**src/design/page_frame_replacement_policy_macros.svh**
```systemverilog
// assertion macros for the page frame replacement policy block
// no dependencies; SYNTH removes the assertion bodies
`ifndef PAGE_FRAME_REPLACEMENT_POLICY_MACROS_SVH
`define PAGE_FRAME_REPLACEMENT_POLICY_MACROS_SVH
`ifndef SYNTH
`define PFR_ASSERT_IMP(label, clk, rst_n, ante, cons) \
    label: assert property (@(posedge clk) disable iff (!rst_n) (ante) |-> (cons)) \
        else $error("assertion failed");
`define PFR_ASSERT_NXT(label, clk, rst_n, ante, cons) \
    label: assert property (@(posedge clk) disable iff (!rst_n) (ante) |=> (cons)) \
        else $error("assertion failed");
`else
`define PFR_ASSERT_IMP(label, clk, rst_n, ante, cons)
`define PFR_ASSERT_NXT(label, clk, rst_n, ante, cons)
`endif
`endif

```
**src/design/pfrp_pkg.sv**
```systemverilog
// shared types and constants of the page frame replacement policy block
// no dependencies
package pfrp_pkg;
    localparam int NumFramesDef = 16;
    localparam int PageBitsDef  = 24;
    localparam int StampBitsDef = 32;
    localparam int PageW  = 24;
    localparam int PinW   = 16;
    localparam int CntW   = 32;
    localparam int FrameW = 4;
    localparam int LimW   = 5;

    localparam logic [1:0] ModePin   = 2'd0;
    localparam logic [1:0] ModeUnpin = 2'd1;
    localparam logic [1:0] ModeDirty = 2'd2;
    localparam logic [1:0] ModeForce = 2'd3;

    localparam logic [1:0] PolFifo = 2'd0;
    localparam logic [1:0] PolLru  = 2'd1;
    localparam logic [1:0] PolLfu  = 2'd2;
    localparam logic [1:0] PolNone = 2'd3;

    localparam logic [1:0] StOk       = 2'd0;
    localparam logic [1:0] StNoVictim = 2'd1;
    localparam logic [1:0] StClean    = 2'd2;
    localparam logic [1:0] StPolicy   = 2'd3;

    localparam logic RegPolicy = 1'b0;
    localparam logic RegFrames = 1'b1;

    typedef enum logic [5:0] {
        S_IDLE  = 6'b000001,
        S_SCAN  = 6'b000010,
        S_DEC   = 6'b000100,
        S_VRD   = 6'b001000,
        S_WR    = 6'b010000,
        S_OUT   = 6'b100000
    } t_state;
endpackage

```
**src/design/page_frame_replacement_policy.sv**
```systemverilog
// page frame replacement policy: frame table in one memory, scanned per request
// depends on pfrp_pkg and page_frame_replacement_policy_macros.svh
//
// channel  dir  handshake            payload
// input    in   i_valid / o_ready    i_mode, i_page_num
// output   out  o_valid / i_ready    o_status .. o_write_count
// config   in   i_cfg_we             i_cfg_index, i_cfg_wdata
//
// a request does one memory read per frame in use for the tag and victim scan,
// then a reread of the target frame, at most one write back and the result
// reset clears control and the per-frame valid bits at once; no clearing pass
// the next request is taken once the result register is free
`include "page_frame_replacement_policy_macros.svh"
module page_frame_replacement_policy
    import pfrp_pkg::*;
#(
    parameter int NUM_FRAMES = NumFramesDef,
    parameter int PAGE_BITS  = PageBitsDef,
    parameter int STAMP_BITS = StampBitsDef
) (
    input  logic              i_clk,
    input  logic              i_rst_n,
    input  logic              i_cfg_we,
    input  logic              i_cfg_index,
    input  logic [LimW-1:0]   i_cfg_wdata,
    input  logic              i_valid,
    output logic              o_ready,
    input  logic [1:0]        i_mode,
    input  logic [PageW-1:0]  i_page_num,
    output logic              o_valid,
    input  logic              i_ready,
    output logic [1:0]        o_status,
    output logic              o_hit,
    output logic [FrameW-1:0] o_frame,
    output logic              o_load_needed,
    output logic              o_writeback,
    output logic [PageW-1:0]  o_victim_page,
    output logic [PinW-1:0]   o_pin_count,
    output logic [CntW-1:0]   o_read_count,
    output logic [CntW-1:0]   o_write_count
);
    localparam int IdxW = (NUM_FRAMES > 1) ? $clog2(NUM_FRAMES) : 1;
    localparam int NumW = $clog2(NUM_FRAMES + 1);
    localparam logic [STAMP_BITS-1:0] StampMax = '1;

    typedef struct packed {
        logic                  dirty;
        logic [PAGE_BITS-1:0]  page;
        logic [PinW-1:0]       pins;
        logic [STAMP_BITS-1:0] lstamp;
        logic [STAMP_BITS-1:0] ustamp;
        logic [CntW-1:0]       uses;
    } t_entry;

    t_entry mem [NUM_FRAMES];
    t_entry r_rd;
    logic   [NUM_FRAMES-1:0] r_fvalid;

    t_state r_state;
    logic [1:0]            r_policy;
    logic [LimW-1:0]       r_frames;
    logic [1:0]            r_mode;
    logic [PAGE_BITS-1:0]  r_page;
    logic [IdxW-1:0]       r_addr;
    logic [NumW-1:0]       r_cnt;
    logic [NumW-1:0]       r_lim;
    logic                  r_rdv;
    logic [IdxW-1:0]       r_rdi;
    logic                  r_found;
    logic [IdxW-1:0]       r_fidx;
    logic                  r_empty;
    logic [IdxW-1:0]       r_eidx;
    logic                  r_vok;
    logic [IdxW-1:0]       r_vidx;
    logic [CntW-1:0]       r_vkey;
    logic [STAMP_BITS-1:0] r_vstamp;
    logic [STAMP_BITS-1:0] r_clock;
    logic [CntW-1:0]       r_reads;
    logic [CntW-1:0]       r_writes;
    logic                  r_we;
    logic [IdxW-1:0]       r_wa;
    t_entry                r_wd;
    logic                  r_wvalid;
    logic                  r_ovalid;

    // effective frame limit
    logic [NumW-1:0] lim;
    always_comb begin
        if (r_frames == '0) lim = NumW'(1);
        else if (32'(r_frames) > NUM_FRAMES) lim = NumW'(NUM_FRAMES);
        else lim = NumW'(r_frames);
    end

    logic [STAMP_BITS-1:0] key_stamp;
    logic                  better;
    always_comb begin
        key_stamp = (r_policy == PolFifo) ? r_rd.lstamp : r_rd.ustamp;
        if (r_policy == PolLfu) better = r_rd.uses < r_vkey;
        else better = key_stamp < r_vstamp;
    end

    assign o_ready = (r_state == S_IDLE) && !r_ovalid;
    assign o_valid = r_ovalid;
    assign o_read_count  = r_reads;
    assign o_write_count = r_writes;

    // memory: one write port, one registered read port
    logic          rd_en;
    logic [IdxW-1:0] rd_a;
    always_ff @(posedge i_clk) begin
        if (r_we) mem[r_wa] <= r_wd;
        if (rd_en) r_rd <= mem[rd_a];
    end

    function automatic logic [CntW-1:0] sat(input logic [CntW-1:0] v);
        return (v == '1) ? v : v + CntW'(1);
    endfunction

    logic [IdxW-1:0] tgt;
    always_comb begin
        rd_en = 1'b0;
        rd_a  = r_addr;
        tgt   = r_found ? r_fidx : (r_empty ? r_eidx : r_vidx);
        if (r_state == S_SCAN && r_cnt != r_lim) rd_en = 1'b1;
        if (r_state == S_DEC) begin
            rd_en = 1'b1;
            rd_a  = tgt;
        end
    end

    always_ff @(posedge i_clk) begin
        if (!i_rst_n) begin
            r_state  <= S_IDLE;
            r_policy <= PolFifo;
            r_frames <= LimW'(16);
            r_fvalid <= '0;
            r_clock  <= '0;
            r_reads  <= '0;
            r_writes <= '0;
            r_we     <= 1'b0;
            r_ovalid <= 1'b0;
            r_rdv    <= 1'b0;
        end else begin
            r_we <= 1'b0;
            if (i_cfg_we) begin
                if (i_cfg_index == RegPolicy) r_policy <= i_cfg_wdata[1:0];
                else r_frames <= i_cfg_wdata;
            end
            if (r_ovalid && i_ready) r_ovalid <= 1'b0;
            unique case (r_state)
                S_IDLE: begin
                    if (i_valid && o_ready) begin
                        r_mode  <= i_mode;
                        r_page  <= PAGE_BITS'(i_page_num);
                        r_addr  <= '0;
                        r_cnt   <= '0;
                        r_lim   <= lim;
                        r_rdv   <= 1'b0;
                        r_found <= 1'b0;
                        r_empty <= 1'b0;
                        r_vok   <= 1'b0;
                        r_state <= S_SCAN;
                    end
                end
                S_SCAN: begin
                    // compare the frame read last cycle
                    if (r_rdv) begin
                        if (r_fvalid[r_rdi] && r_rd.page == r_page && !r_found) begin
                            r_found <= 1'b1;
                            r_fidx  <= r_rdi;
                        end
                        if (!r_fvalid[r_rdi] && !r_empty) begin
                            r_empty <= 1'b1;
                            r_eidx  <= r_rdi;
                        end
                        if (r_rd.pins == '0 && (!r_vok || better)) begin
                            r_vok    <= 1'b1;
                            r_vidx   <= r_rdi;
                            r_vkey   <= r_rd.uses;
                            r_vstamp <= key_stamp;
                        end
                    end
                    if (r_cnt != r_lim) begin
                        r_rdv  <= 1'b1;
                        r_rdi  <= r_addr;
                        r_addr <= r_addr + IdxW'(1);
                        r_cnt  <= r_cnt + NumW'(1);
                    end else begin
                        r_rdv   <= 1'b0;
                        r_state <= S_DEC;
                    end
                end
                S_DEC: r_state <= S_VRD;
                S_VRD: begin
                    // r_rd holds the target entry now
                    r_state       <= S_WR;
                    r_wa          <= tgt;
                    r_wd          <= r_rd;
                    o_status      <= StOk;
                    o_hit         <= r_found;
                    o_frame       <= r_found ? FrameW'(r_fidx) : '0;
                    o_load_needed <= 1'b0;
                    o_writeback   <= 1'b0;
                    o_victim_page <= '0;
                    o_pin_count   <= r_found ? r_rd.pins : '0;
                    r_wvalid      <= 1'b0;
                    if (r_mode == ModePin) begin
                        if (r_found) begin
                            r_we <= 1'b1;
                            r_wd.pins <= (r_rd.pins == '1) ? r_rd.pins
                                                            : r_rd.pins + PinW'(1);
                            o_pin_count <= (r_rd.pins == '1) ? r_rd.pins
                                                              : r_rd.pins + PinW'(1);
                            r_wd.uses <= sat(r_rd.uses);
                            r_wd.ustamp <= r_clock;
                            if (r_clock != StampMax) r_clock <= r_clock + 1'b1;
                        end else if (r_empty || (r_policy != PolNone && r_vok)) begin
                            if (!r_empty && r_fvalid[r_vidx] && r_rd.dirty) begin
                                o_writeback   <= 1'b1;
                                o_victim_page <= PageW'(r_rd.page);
                                r_writes      <= sat(r_writes);
                            end
                            r_we <= 1'b1;
                            r_wvalid <= 1'b1;
                            r_wd <= '{dirty: 1'b0, page: r_page, pins: PinW'(1),
                                      lstamp: r_clock, ustamp: r_clock,
                                      uses: CntW'(1)};
                            if (r_clock != StampMax) r_clock <= r_clock + 1'b1;
                            r_reads       <= sat(r_reads);
                            o_frame       <= FrameW'(tgt);
                            o_load_needed <= 1'b1;
                            o_pin_count   <= PinW'(1);
                        end else begin
                            o_status <= (r_policy == PolNone) ? StPolicy : StNoVictim;
                        end
                    end else if (r_found) begin
                        case (r_mode)
                            ModeUnpin: begin
                                if (r_rd.pins != '0) begin
                                    r_we <= 1'b1;
                                    r_wd.pins <= r_rd.pins - PinW'(1);
                                    o_pin_count <= r_rd.pins - PinW'(1);
                                end
                            end
                            ModeDirty: begin
                                r_we <= 1'b1;
                                r_wd.dirty <= 1'b1;
                            end
                            default: begin
                                if (r_rd.dirty) begin
                                    r_we <= 1'b1;
                                    r_wd.dirty    <= 1'b0;
                                    o_writeback   <= 1'b1;
                                    o_victim_page <= PageW'(r_rd.page);
                                    r_writes      <= sat(r_writes);
                                end else begin
                                    o_status <= StClean;
                                end
                            end
                        endcase
                    end
                end
                S_WR: begin
                    if (r_wvalid) r_fvalid[r_wa] <= 1'b1;
                    r_state <= S_OUT;
                end
                S_OUT: begin
                    r_ovalid <= 1'b1;
                    r_state  <= S_IDLE;
                end
                default: r_state <= S_IDLE;
            endcase
        end
    end

    `PFR_ASSERT_IMP(a_ready_idle, i_clk, i_rst_n, o_ready, r_state == S_IDLE)
    `PFR_ASSERT_IMP(a_load_no_hit, i_clk, i_rst_n, o_valid && o_load_needed, !o_hit)
    `PFR_ASSERT_NXT(a_out_after, i_clk, i_rst_n, r_state == S_OUT, o_valid)
    `PFR_ASSERT_IMP(a_busy_no_out, i_clk, i_rst_n, r_state == S_SCAN, !o_valid)
endmodule
```
**config.mk**
```make
export PLATFORM = sky130hd
export DESIGN_NAME = page_frame_replacement_policy
export DESIGN_NICKNAME = d
export VERILOG_FILES = /design/src/design/pfrp_pkg.sv /design/src/design/page_frame_replacement_policy.sv
export VERILOG_INCLUDE_DIRS = /design/src /design/src/design
export SDC_FILE = /design/constraint.sdc
export NUM_CORES = 2
export LEC_CHECK = 0
export BUFFER_PORTS_ARGS = -buffer_cell sky130_fd_sc_hd__buf_4
export CORE_MARGIN = 2
export CORE_UTILIZATION = 37
export CTS_CLUSTER_SIZE = 10
export DETAILED_ROUTE_END_ITERATION = 8
export GPL_TIMING_DRIVEN = 0
export PLACE_DENSITY_LB_ADDON = 0.08
export SYNTH_ARGS = -nofsm -noshare
export SYNTH_HDL_FRONTEND = slang
export SYNTH_SLANG_ARGS = --single-unit
```
**constraint.sdc**
```tcl
create_clock -name i_clk -period 13.3 [get_ports i_clk]
set_input_delay 0 -clock i_clk [delete_from_list [all_inputs] [get_ports i_clk]]
set_output_delay 0 -clock i_clk [all_outputs]
set_load 0.02 [all_outputs]
```
---- Word-level counts from Yosys, hierarchy flattened ----
Memories as Yosys holds them, arrays and structs flattened. A register that Yosys moved wholly into a read port is not among the register bits.
Cells that the tools add are included.
word-level totals
  register bits after elaboration ......... 441
  bits in writable memories ............... 2,192
  input port bits ......................... 37
  output and inout bits ................... 115
  word-level logic and storage cells ...... 242
  memories kept ........................... 1
cells by class
  add/sub/neg operators ................... 8
  magnitude comparators ................... 7
  equal/unequal tests ..................... 27
  multiplexer cells ....................... 104
  bitwise gates (word level) .............. 5
  reductions and logical operators ........ 51
memories
  memory  words  width  read ports  clocked after memory_dff  wr ports  line                                 RTL
  mem     16     137    1           1                         1         page_frame_replacement_policy.sv:55  t_entry mem [NUM_FRAMES];
operator list
  operator               number
  $mux 32                14
  $mux 16                13
  $mux 24                8
  $mux 137               1
  $add 32x1->32 const B  4
  $eq 32x32->1 const B   3
  $mux 96                1
  $lt 32x32->1           2
  $mux 64                1
  $mux 4                 9
  $mux 1                 32
  $ne 32x32->1 const B   1
  $pmux 6 s5             1
  $mux 25                1
  $eq 24x24->1           1
  $reduce_and 5->1       4
  $add 16x1->16 const B  1
  $eq 16x16->1 const B   1
  $logic_not 16->1       1
  $or 16x16->16          1
  $reduce_and 4->1       4
  $reduce_bool 16->1     1
  $sub 16x1->16 const B  1
  $lt 4x5->1 const B     3
  other kinds (34)       93

---- Logic depth before layout (Yosys ltp) ----
  depth in word-level cells ............... 9
  depth in mapped cells ................... 12
  gate-level depth less buffers ........... 10

---- Worst setup path before layout ----
Ideal clock, no wire load.
  path type ............................... flip-flop to flip-flop
  start ................................... register r_state[1]
  end ..................................... register o_frame[0] (enable)
  library setup time ...................... 0.745 ns
  arrival ................................. 8.817 ns
  required time ........................... 12.555 ns
  path slack .............................. 3.738 ns
  cell stages (with the launch flop) ...... 4
  path buffers ............................ 0
  clock period less this slack ............ 9.562 ns
  cells stage by stage .................... dfxtp_1 > nor2_1 > nand4b_2 > nor2_1
between the ends
  longest elaborated chain between the ends .. 2
ends and longest elaborated chain
  item                        line                                  RTL
  from (decl)                 page_frame_replacement_policy.sv:59   t_state r_state;
  from (signal assigned)      page_frame_replacement_policy.sv:133  r_state <= S_IDLE;
  from (signal assigned)      page_frame_replacement_policy.sv:162  r_state <= S_SCAN;
  from (signal assigned)      page_frame_replacement_policy.sv:190  r_state <= S_DEC;
  $eq 6x4->1                  page_frame_replacement_policy.sv:150  unique case (r_state)
  $reduce_and 2->1 (no line)  --
  to (signal assigned)        page_frame_replacement_policy.sv:201  o_frame <= r_found ? FrameW'(r_fidx) : '0;
  to (signal assigned)        page_frame_replacement_policy.sv:230  o_frame <= FrameW'(tgt);
  to (decl)                   page_frame_replacement_policy.sv:34   output logic [FrameW-1:0] o_frame,
No other way between the ends.
A chain may end at the register's enable or synchronous reset.

---- Worst setup path after layout ----
  start ................................... register r_policy[0]
  end ..................................... register r_vstamp[20] (enable)
between the ends
  longest elaborated chain between the ends .. 7
  elaborated cells between the ends (all ways) .. 8
  those cells by class .................... order compare (1); eq/ne (1); mux (2); reduce/logical (4)
ends and longest elaborated chain
  item                        line                                  RTL
  from (decl)                 page_frame_replacement_policy.sv:60   logic [1:0] r_policy;
  from (signal assigned)      page_frame_replacement_policy.sv:134  r_policy <= PolFifo;
  from (signal assigned)      page_frame_replacement_policy.sv:146  if (i_cfg_index == RegPolicy) r_policy <= i_cfg_wdata[1:0];
  $logic_not 2->1             page_frame_replacement_policy.sv:97   key_stamp = (r_policy == PolFifo) ? r_rd.lstamp : r_rd.ustamp;
  $mux 32                     page_frame_replacement_policy.sv:97
  named net key_stamp[19]     page_frame_replacement_policy.sv:94   logic [STAMP_BITS-1:0] key_stamp;
  $lt 32x32->1                page_frame_replacement_policy.sv:99   else better = key_stamp < r_vstamp;
  $mux 1                      page_frame_replacement_policy.sv:98   if (r_policy == PolLfu) better = r_rd.uses < r_vkey;
  $logic_or 1x1->1            page_frame_replacement_policy.sv:176  if (r_rd.pins == '0 && (!r_vok || better)) begin
  $logic_and 1x1->1           page_frame_replacement_policy.sv:176
  $reduce_and 4->1 (no line)  --
  to (signal assigned)        page_frame_replacement_policy.sv:180  r_vstamp <= key_stamp;
  to (decl)                   page_frame_replacement_policy.sv:76   logic [STAMP_BITS-1:0] r_vstamp;
The timed path passes the listed nets, and every way through them passes these cells.

==> results.md <==
- Max Fclk: 180.9 MHz
- Area grow syn2layout: 17.10%
- Endpoint, Worst Hold: r_frames[2]
- Worst-margin pin slew: ~1400 ps
- Max_cap viols: 0
- Drt pass-1 iters: 5
- Total power draw: 0.01852 W
- Post-CTS Setup Bufs: 0
- Clk buf depth: 4
- Most frequent cells in the layout: edfxtp_1 (2,642), nand2_1 (1,970), nand3_1 (1,196)
- Final max-slew violation count: 0
- Post-Syn Instances: 8,234
- Final Core Density: 43.52%
- Critical Path Source: r_policy[0]
- Synth Warn #: 0
- Final non-filler cell total: 13,040
- # fillers: 27,140
- Final setup TNS: 0 ps
- IO Pins: 152
- Commonest non-fill, non-tap cell in the layout: edfxtp_1
- Final worst path period need: roughly 5500 ps
- CP startpoint kind: register
- Antenna Violating Nets Remaining: 0
- Die X-Extent: about 550 µm
- Die Ht: 552.5 µm
- Post-DP HPWL: roughly 250,000 µm
- Layout cell share with drive strength beyond 1: under 10%
- Critical Path AT: 6100 ps
- Unrepaired setup endpoints after global routing: false
- Core Box Area: 0.2995 mm²
- Outcome: complete, no violations
- CP Cell Sequence: nor2_1 > clkbuf_1 > mux2_2 > ha_1 > a2111oi_0 > o21ai_0 > a311oi_1 > nor4_1 > o41ai_1 > nand2_1 > o21ai_4 > buf_16 > buf_16
- Leak Pwr: 45.20 nW
- Setup Skew: 50.15 ps
- GRT Overall Usage: 23.42%
- Worst Setup End Kind: register
- Rel. slew slack: 6.913%
- Reg2reg setup slack: 7770 ps
- H-tree level count: 5
- Worst Hold Class: primary input to register
- Worst reg-to-reg path cell count: 13
- First-pass GRT wire length: 515,500 µm
- Peak supply drop: 99.62 µV
- Total grt overflow: 0
- Fin. Hold Viols: 0
- Most used DFF post-synth: edfxtp_1
- RD Place Congestion: 0.8605
- Placed cell count: between 10,000 and 15,000
- Final period utilization: 41.55%
- Syn Std Cell Area: 0.1113 mm²
- Setup CP Type: register to register
- CP Max Fanout: 20
- CP max stage cell: o41ai_1
- Worst path max stage delay: 790 ps
- Reg clk slew, reported paths: 60 ps
- Fin Hold WS: approximately 110 ps
- Total number of vias: 70,690
- Full die area: 0.3053 mm²
- HP Start: i_cfg_we
- Final setup violation count: 0
- Synthesized Nets: roughly 8,300
- #FFs+latches synth: approximately 2,800
- Critical Path RT: ~14,000 ps
- Drt wl/cell: approximately 28 µm
- Row count: ~200
- CTS Root Buffer Type: clkbuf_16
- Async set-reset flop share out of synthesis: 0%
- Most common cell on crit path: buf_16
- Fin nets: ~9,000
- EDFF count, synth: 2,642
- Synth cell types: 83
- Clock Latency Late Sink: around 900 ps
- DRT iter0 DRCs: 7,543
- Clock sinks: 2,770
- Via density: 5.423
- CTS tree: done
- Vias in the first global route: just under 70,000
- Antenna violations before repair: 41
- RR Endpoint: r_vstamp[20]
- R2r startpoint: r_policy[0]
- PwrDens: 142.1 mW/mm²
- Initial core utilization: 37.16%
- Pin count of the biggest net entering global routing: 49
- Total Wirelength: 366,400 µm
- Sequential-to-total area share from yosys stat: between 70% and 80%
- Drc violations: 0
- Avg Synthesized Cell Area: 13.52 µm²
- PortBufs: 150
- Min-Delay Path Depth: 4
- TritonCTS Buffers: between 300 and 400
synth_stat cells (all sizes together) (5+ instances only):
cell type	number	share of area (%)
nand2b	25	0.14
o41ai	5	0.039
nor3	60	0.28
edfxtp	2642	71
mux2	37	0.37
o211ai	11	0.074
nor3b	7	0.047
or3	26	0.15
a31oi	18	0.11
nor2	198	0.67
nor2b	33	0.19
o31ai	6	0.040
xnor2	67	0.53
o21ai	99	0.45
ha	76	0.85
o22ai	30	0.17
clkbuf	258	0.87
mux2i	497	4.5
mux4	8	0.16
or4	12	0.084
and4	20	0.16
a21o	15	0.10
or2	6	0.034
a2111oi	6	0.081
xor2	36	0.28
and2	19	0.11
nand3b	6	0.040
and3	24	0.13
a32oi	118	0.93
nand4	66	0.37
and4b	5	0.045
buf	196	0.84
a21oi	110	0.50
nor4	23	0.16
a22o	8	0.063
o21a	15	0.10
dfxtp	128	2.3
nand3	1199	5.4
nand2	1972	6.7
inv	97	0.33
registers in the layout (all words and copies together) (netlist names), 6 cells and up:
signal	count
r_vstamp	32
o_read_count	32
o_write_count	32
o_victim_page	24
r_page	24
o_pin_count	16
r_vkey	32
r_fvalid	16
r_wd	137
r_state	6
mem	2192
r_clock	32
r_rd	137
kinds of logic after synthesis:
| group | count (synthesis) | share of synthesized area, % |
|---|---|---|
| AO/OA/AOI/OAI | 476 | 2.921 |
| XOR/XNOR | 103 | 0.8104 |
| adder cells (fa/ha/maj) | 76 | 0.8543 |
| buffers and inverters | 552 | 2.045 |
| flip-flops | 2770 | 73.58 |
| multiplexers | 542 | 5.005 |
| AND/OR/NAND/NOR | 3715 | 14.79 |
how the worst max path moves through the flow:
stage              endpoint  depth (start not counted)
3_5_place_dp   r_vstamp[27]                         13
2_1_floorplan    o_frame[0]                          3
5_1_grt        r_vstamp[17]                         13
6_report       r_vstamp[20]                         13
3_3_place_gp      r_wd[120]                          3
4_1_cts        r_vstamp[31]                         13
repair_timing:
item | 4_1_cts | 5_1_grt
hold buffers | 78 | 0
gates resized for setup | 0 | 0
hold endpoints to repair | 80 | 0
metal layers:
metal / up-vias / global-route usage (%) / routed length, µm
met4: 2 / 7.254 / 11400
met2: 2490 / 37.28 / 168500
met1: 36060 / 32.85 / 163500
li1: 31680 / - / -
met3: 460 / 3.740 / 22940
met5: - / 0 / 13
metrics by stage:
stage / area, µm² / worst slack [ps]
final: 130300 / 7774
after detailed placement: 120400 / 7771
after global routing: 130300 / 7572
after CTS: 130300 / 7728
after floorplan: 111300 / 3738
after global placement: 117400 / -4274
report_power, final:
group	switching, W	internal [W]
clock	0.00345	0.00457
combinational	0.000721	0.000281
sequential	0.0000349	0.00947
final cells by class:
type / count / area, µm² / area share [%]
multi-input cells: 4912 / 27310 / 20.95
well taps: 3958 / 4952 / 3.799
clock inverters: 33 / 479.2 / 0.3677
repair buffers: 364 / 4732 / 3.630
plain buffers: 454 / 1919 / 1.473
diodes: 22 / 55.05 / 0.04224
inverters: 98 / 367.9 / 0.2822
clock buffers: 424 / 8631 / 6.622
flip-flops and latches: 2770 / 81900 / 62.83
worst max-delay path: cells and delay by family (launching register included):
| kind | cells | cell delay (ps) |
|---|---|---|
| AO/OA/AOI/OAI | 5 | 1900 |
| adder cells (fa/ha/maj) | 1 | 310 |
| AND/OR/NAND/NOR | 3 | 930 |
| multiplexers | 1 | 430 |
| flip-flops | 1 | 480 |
| buffers and inverters | 3 | 1110 |
(Power assumes the default switching activity.)
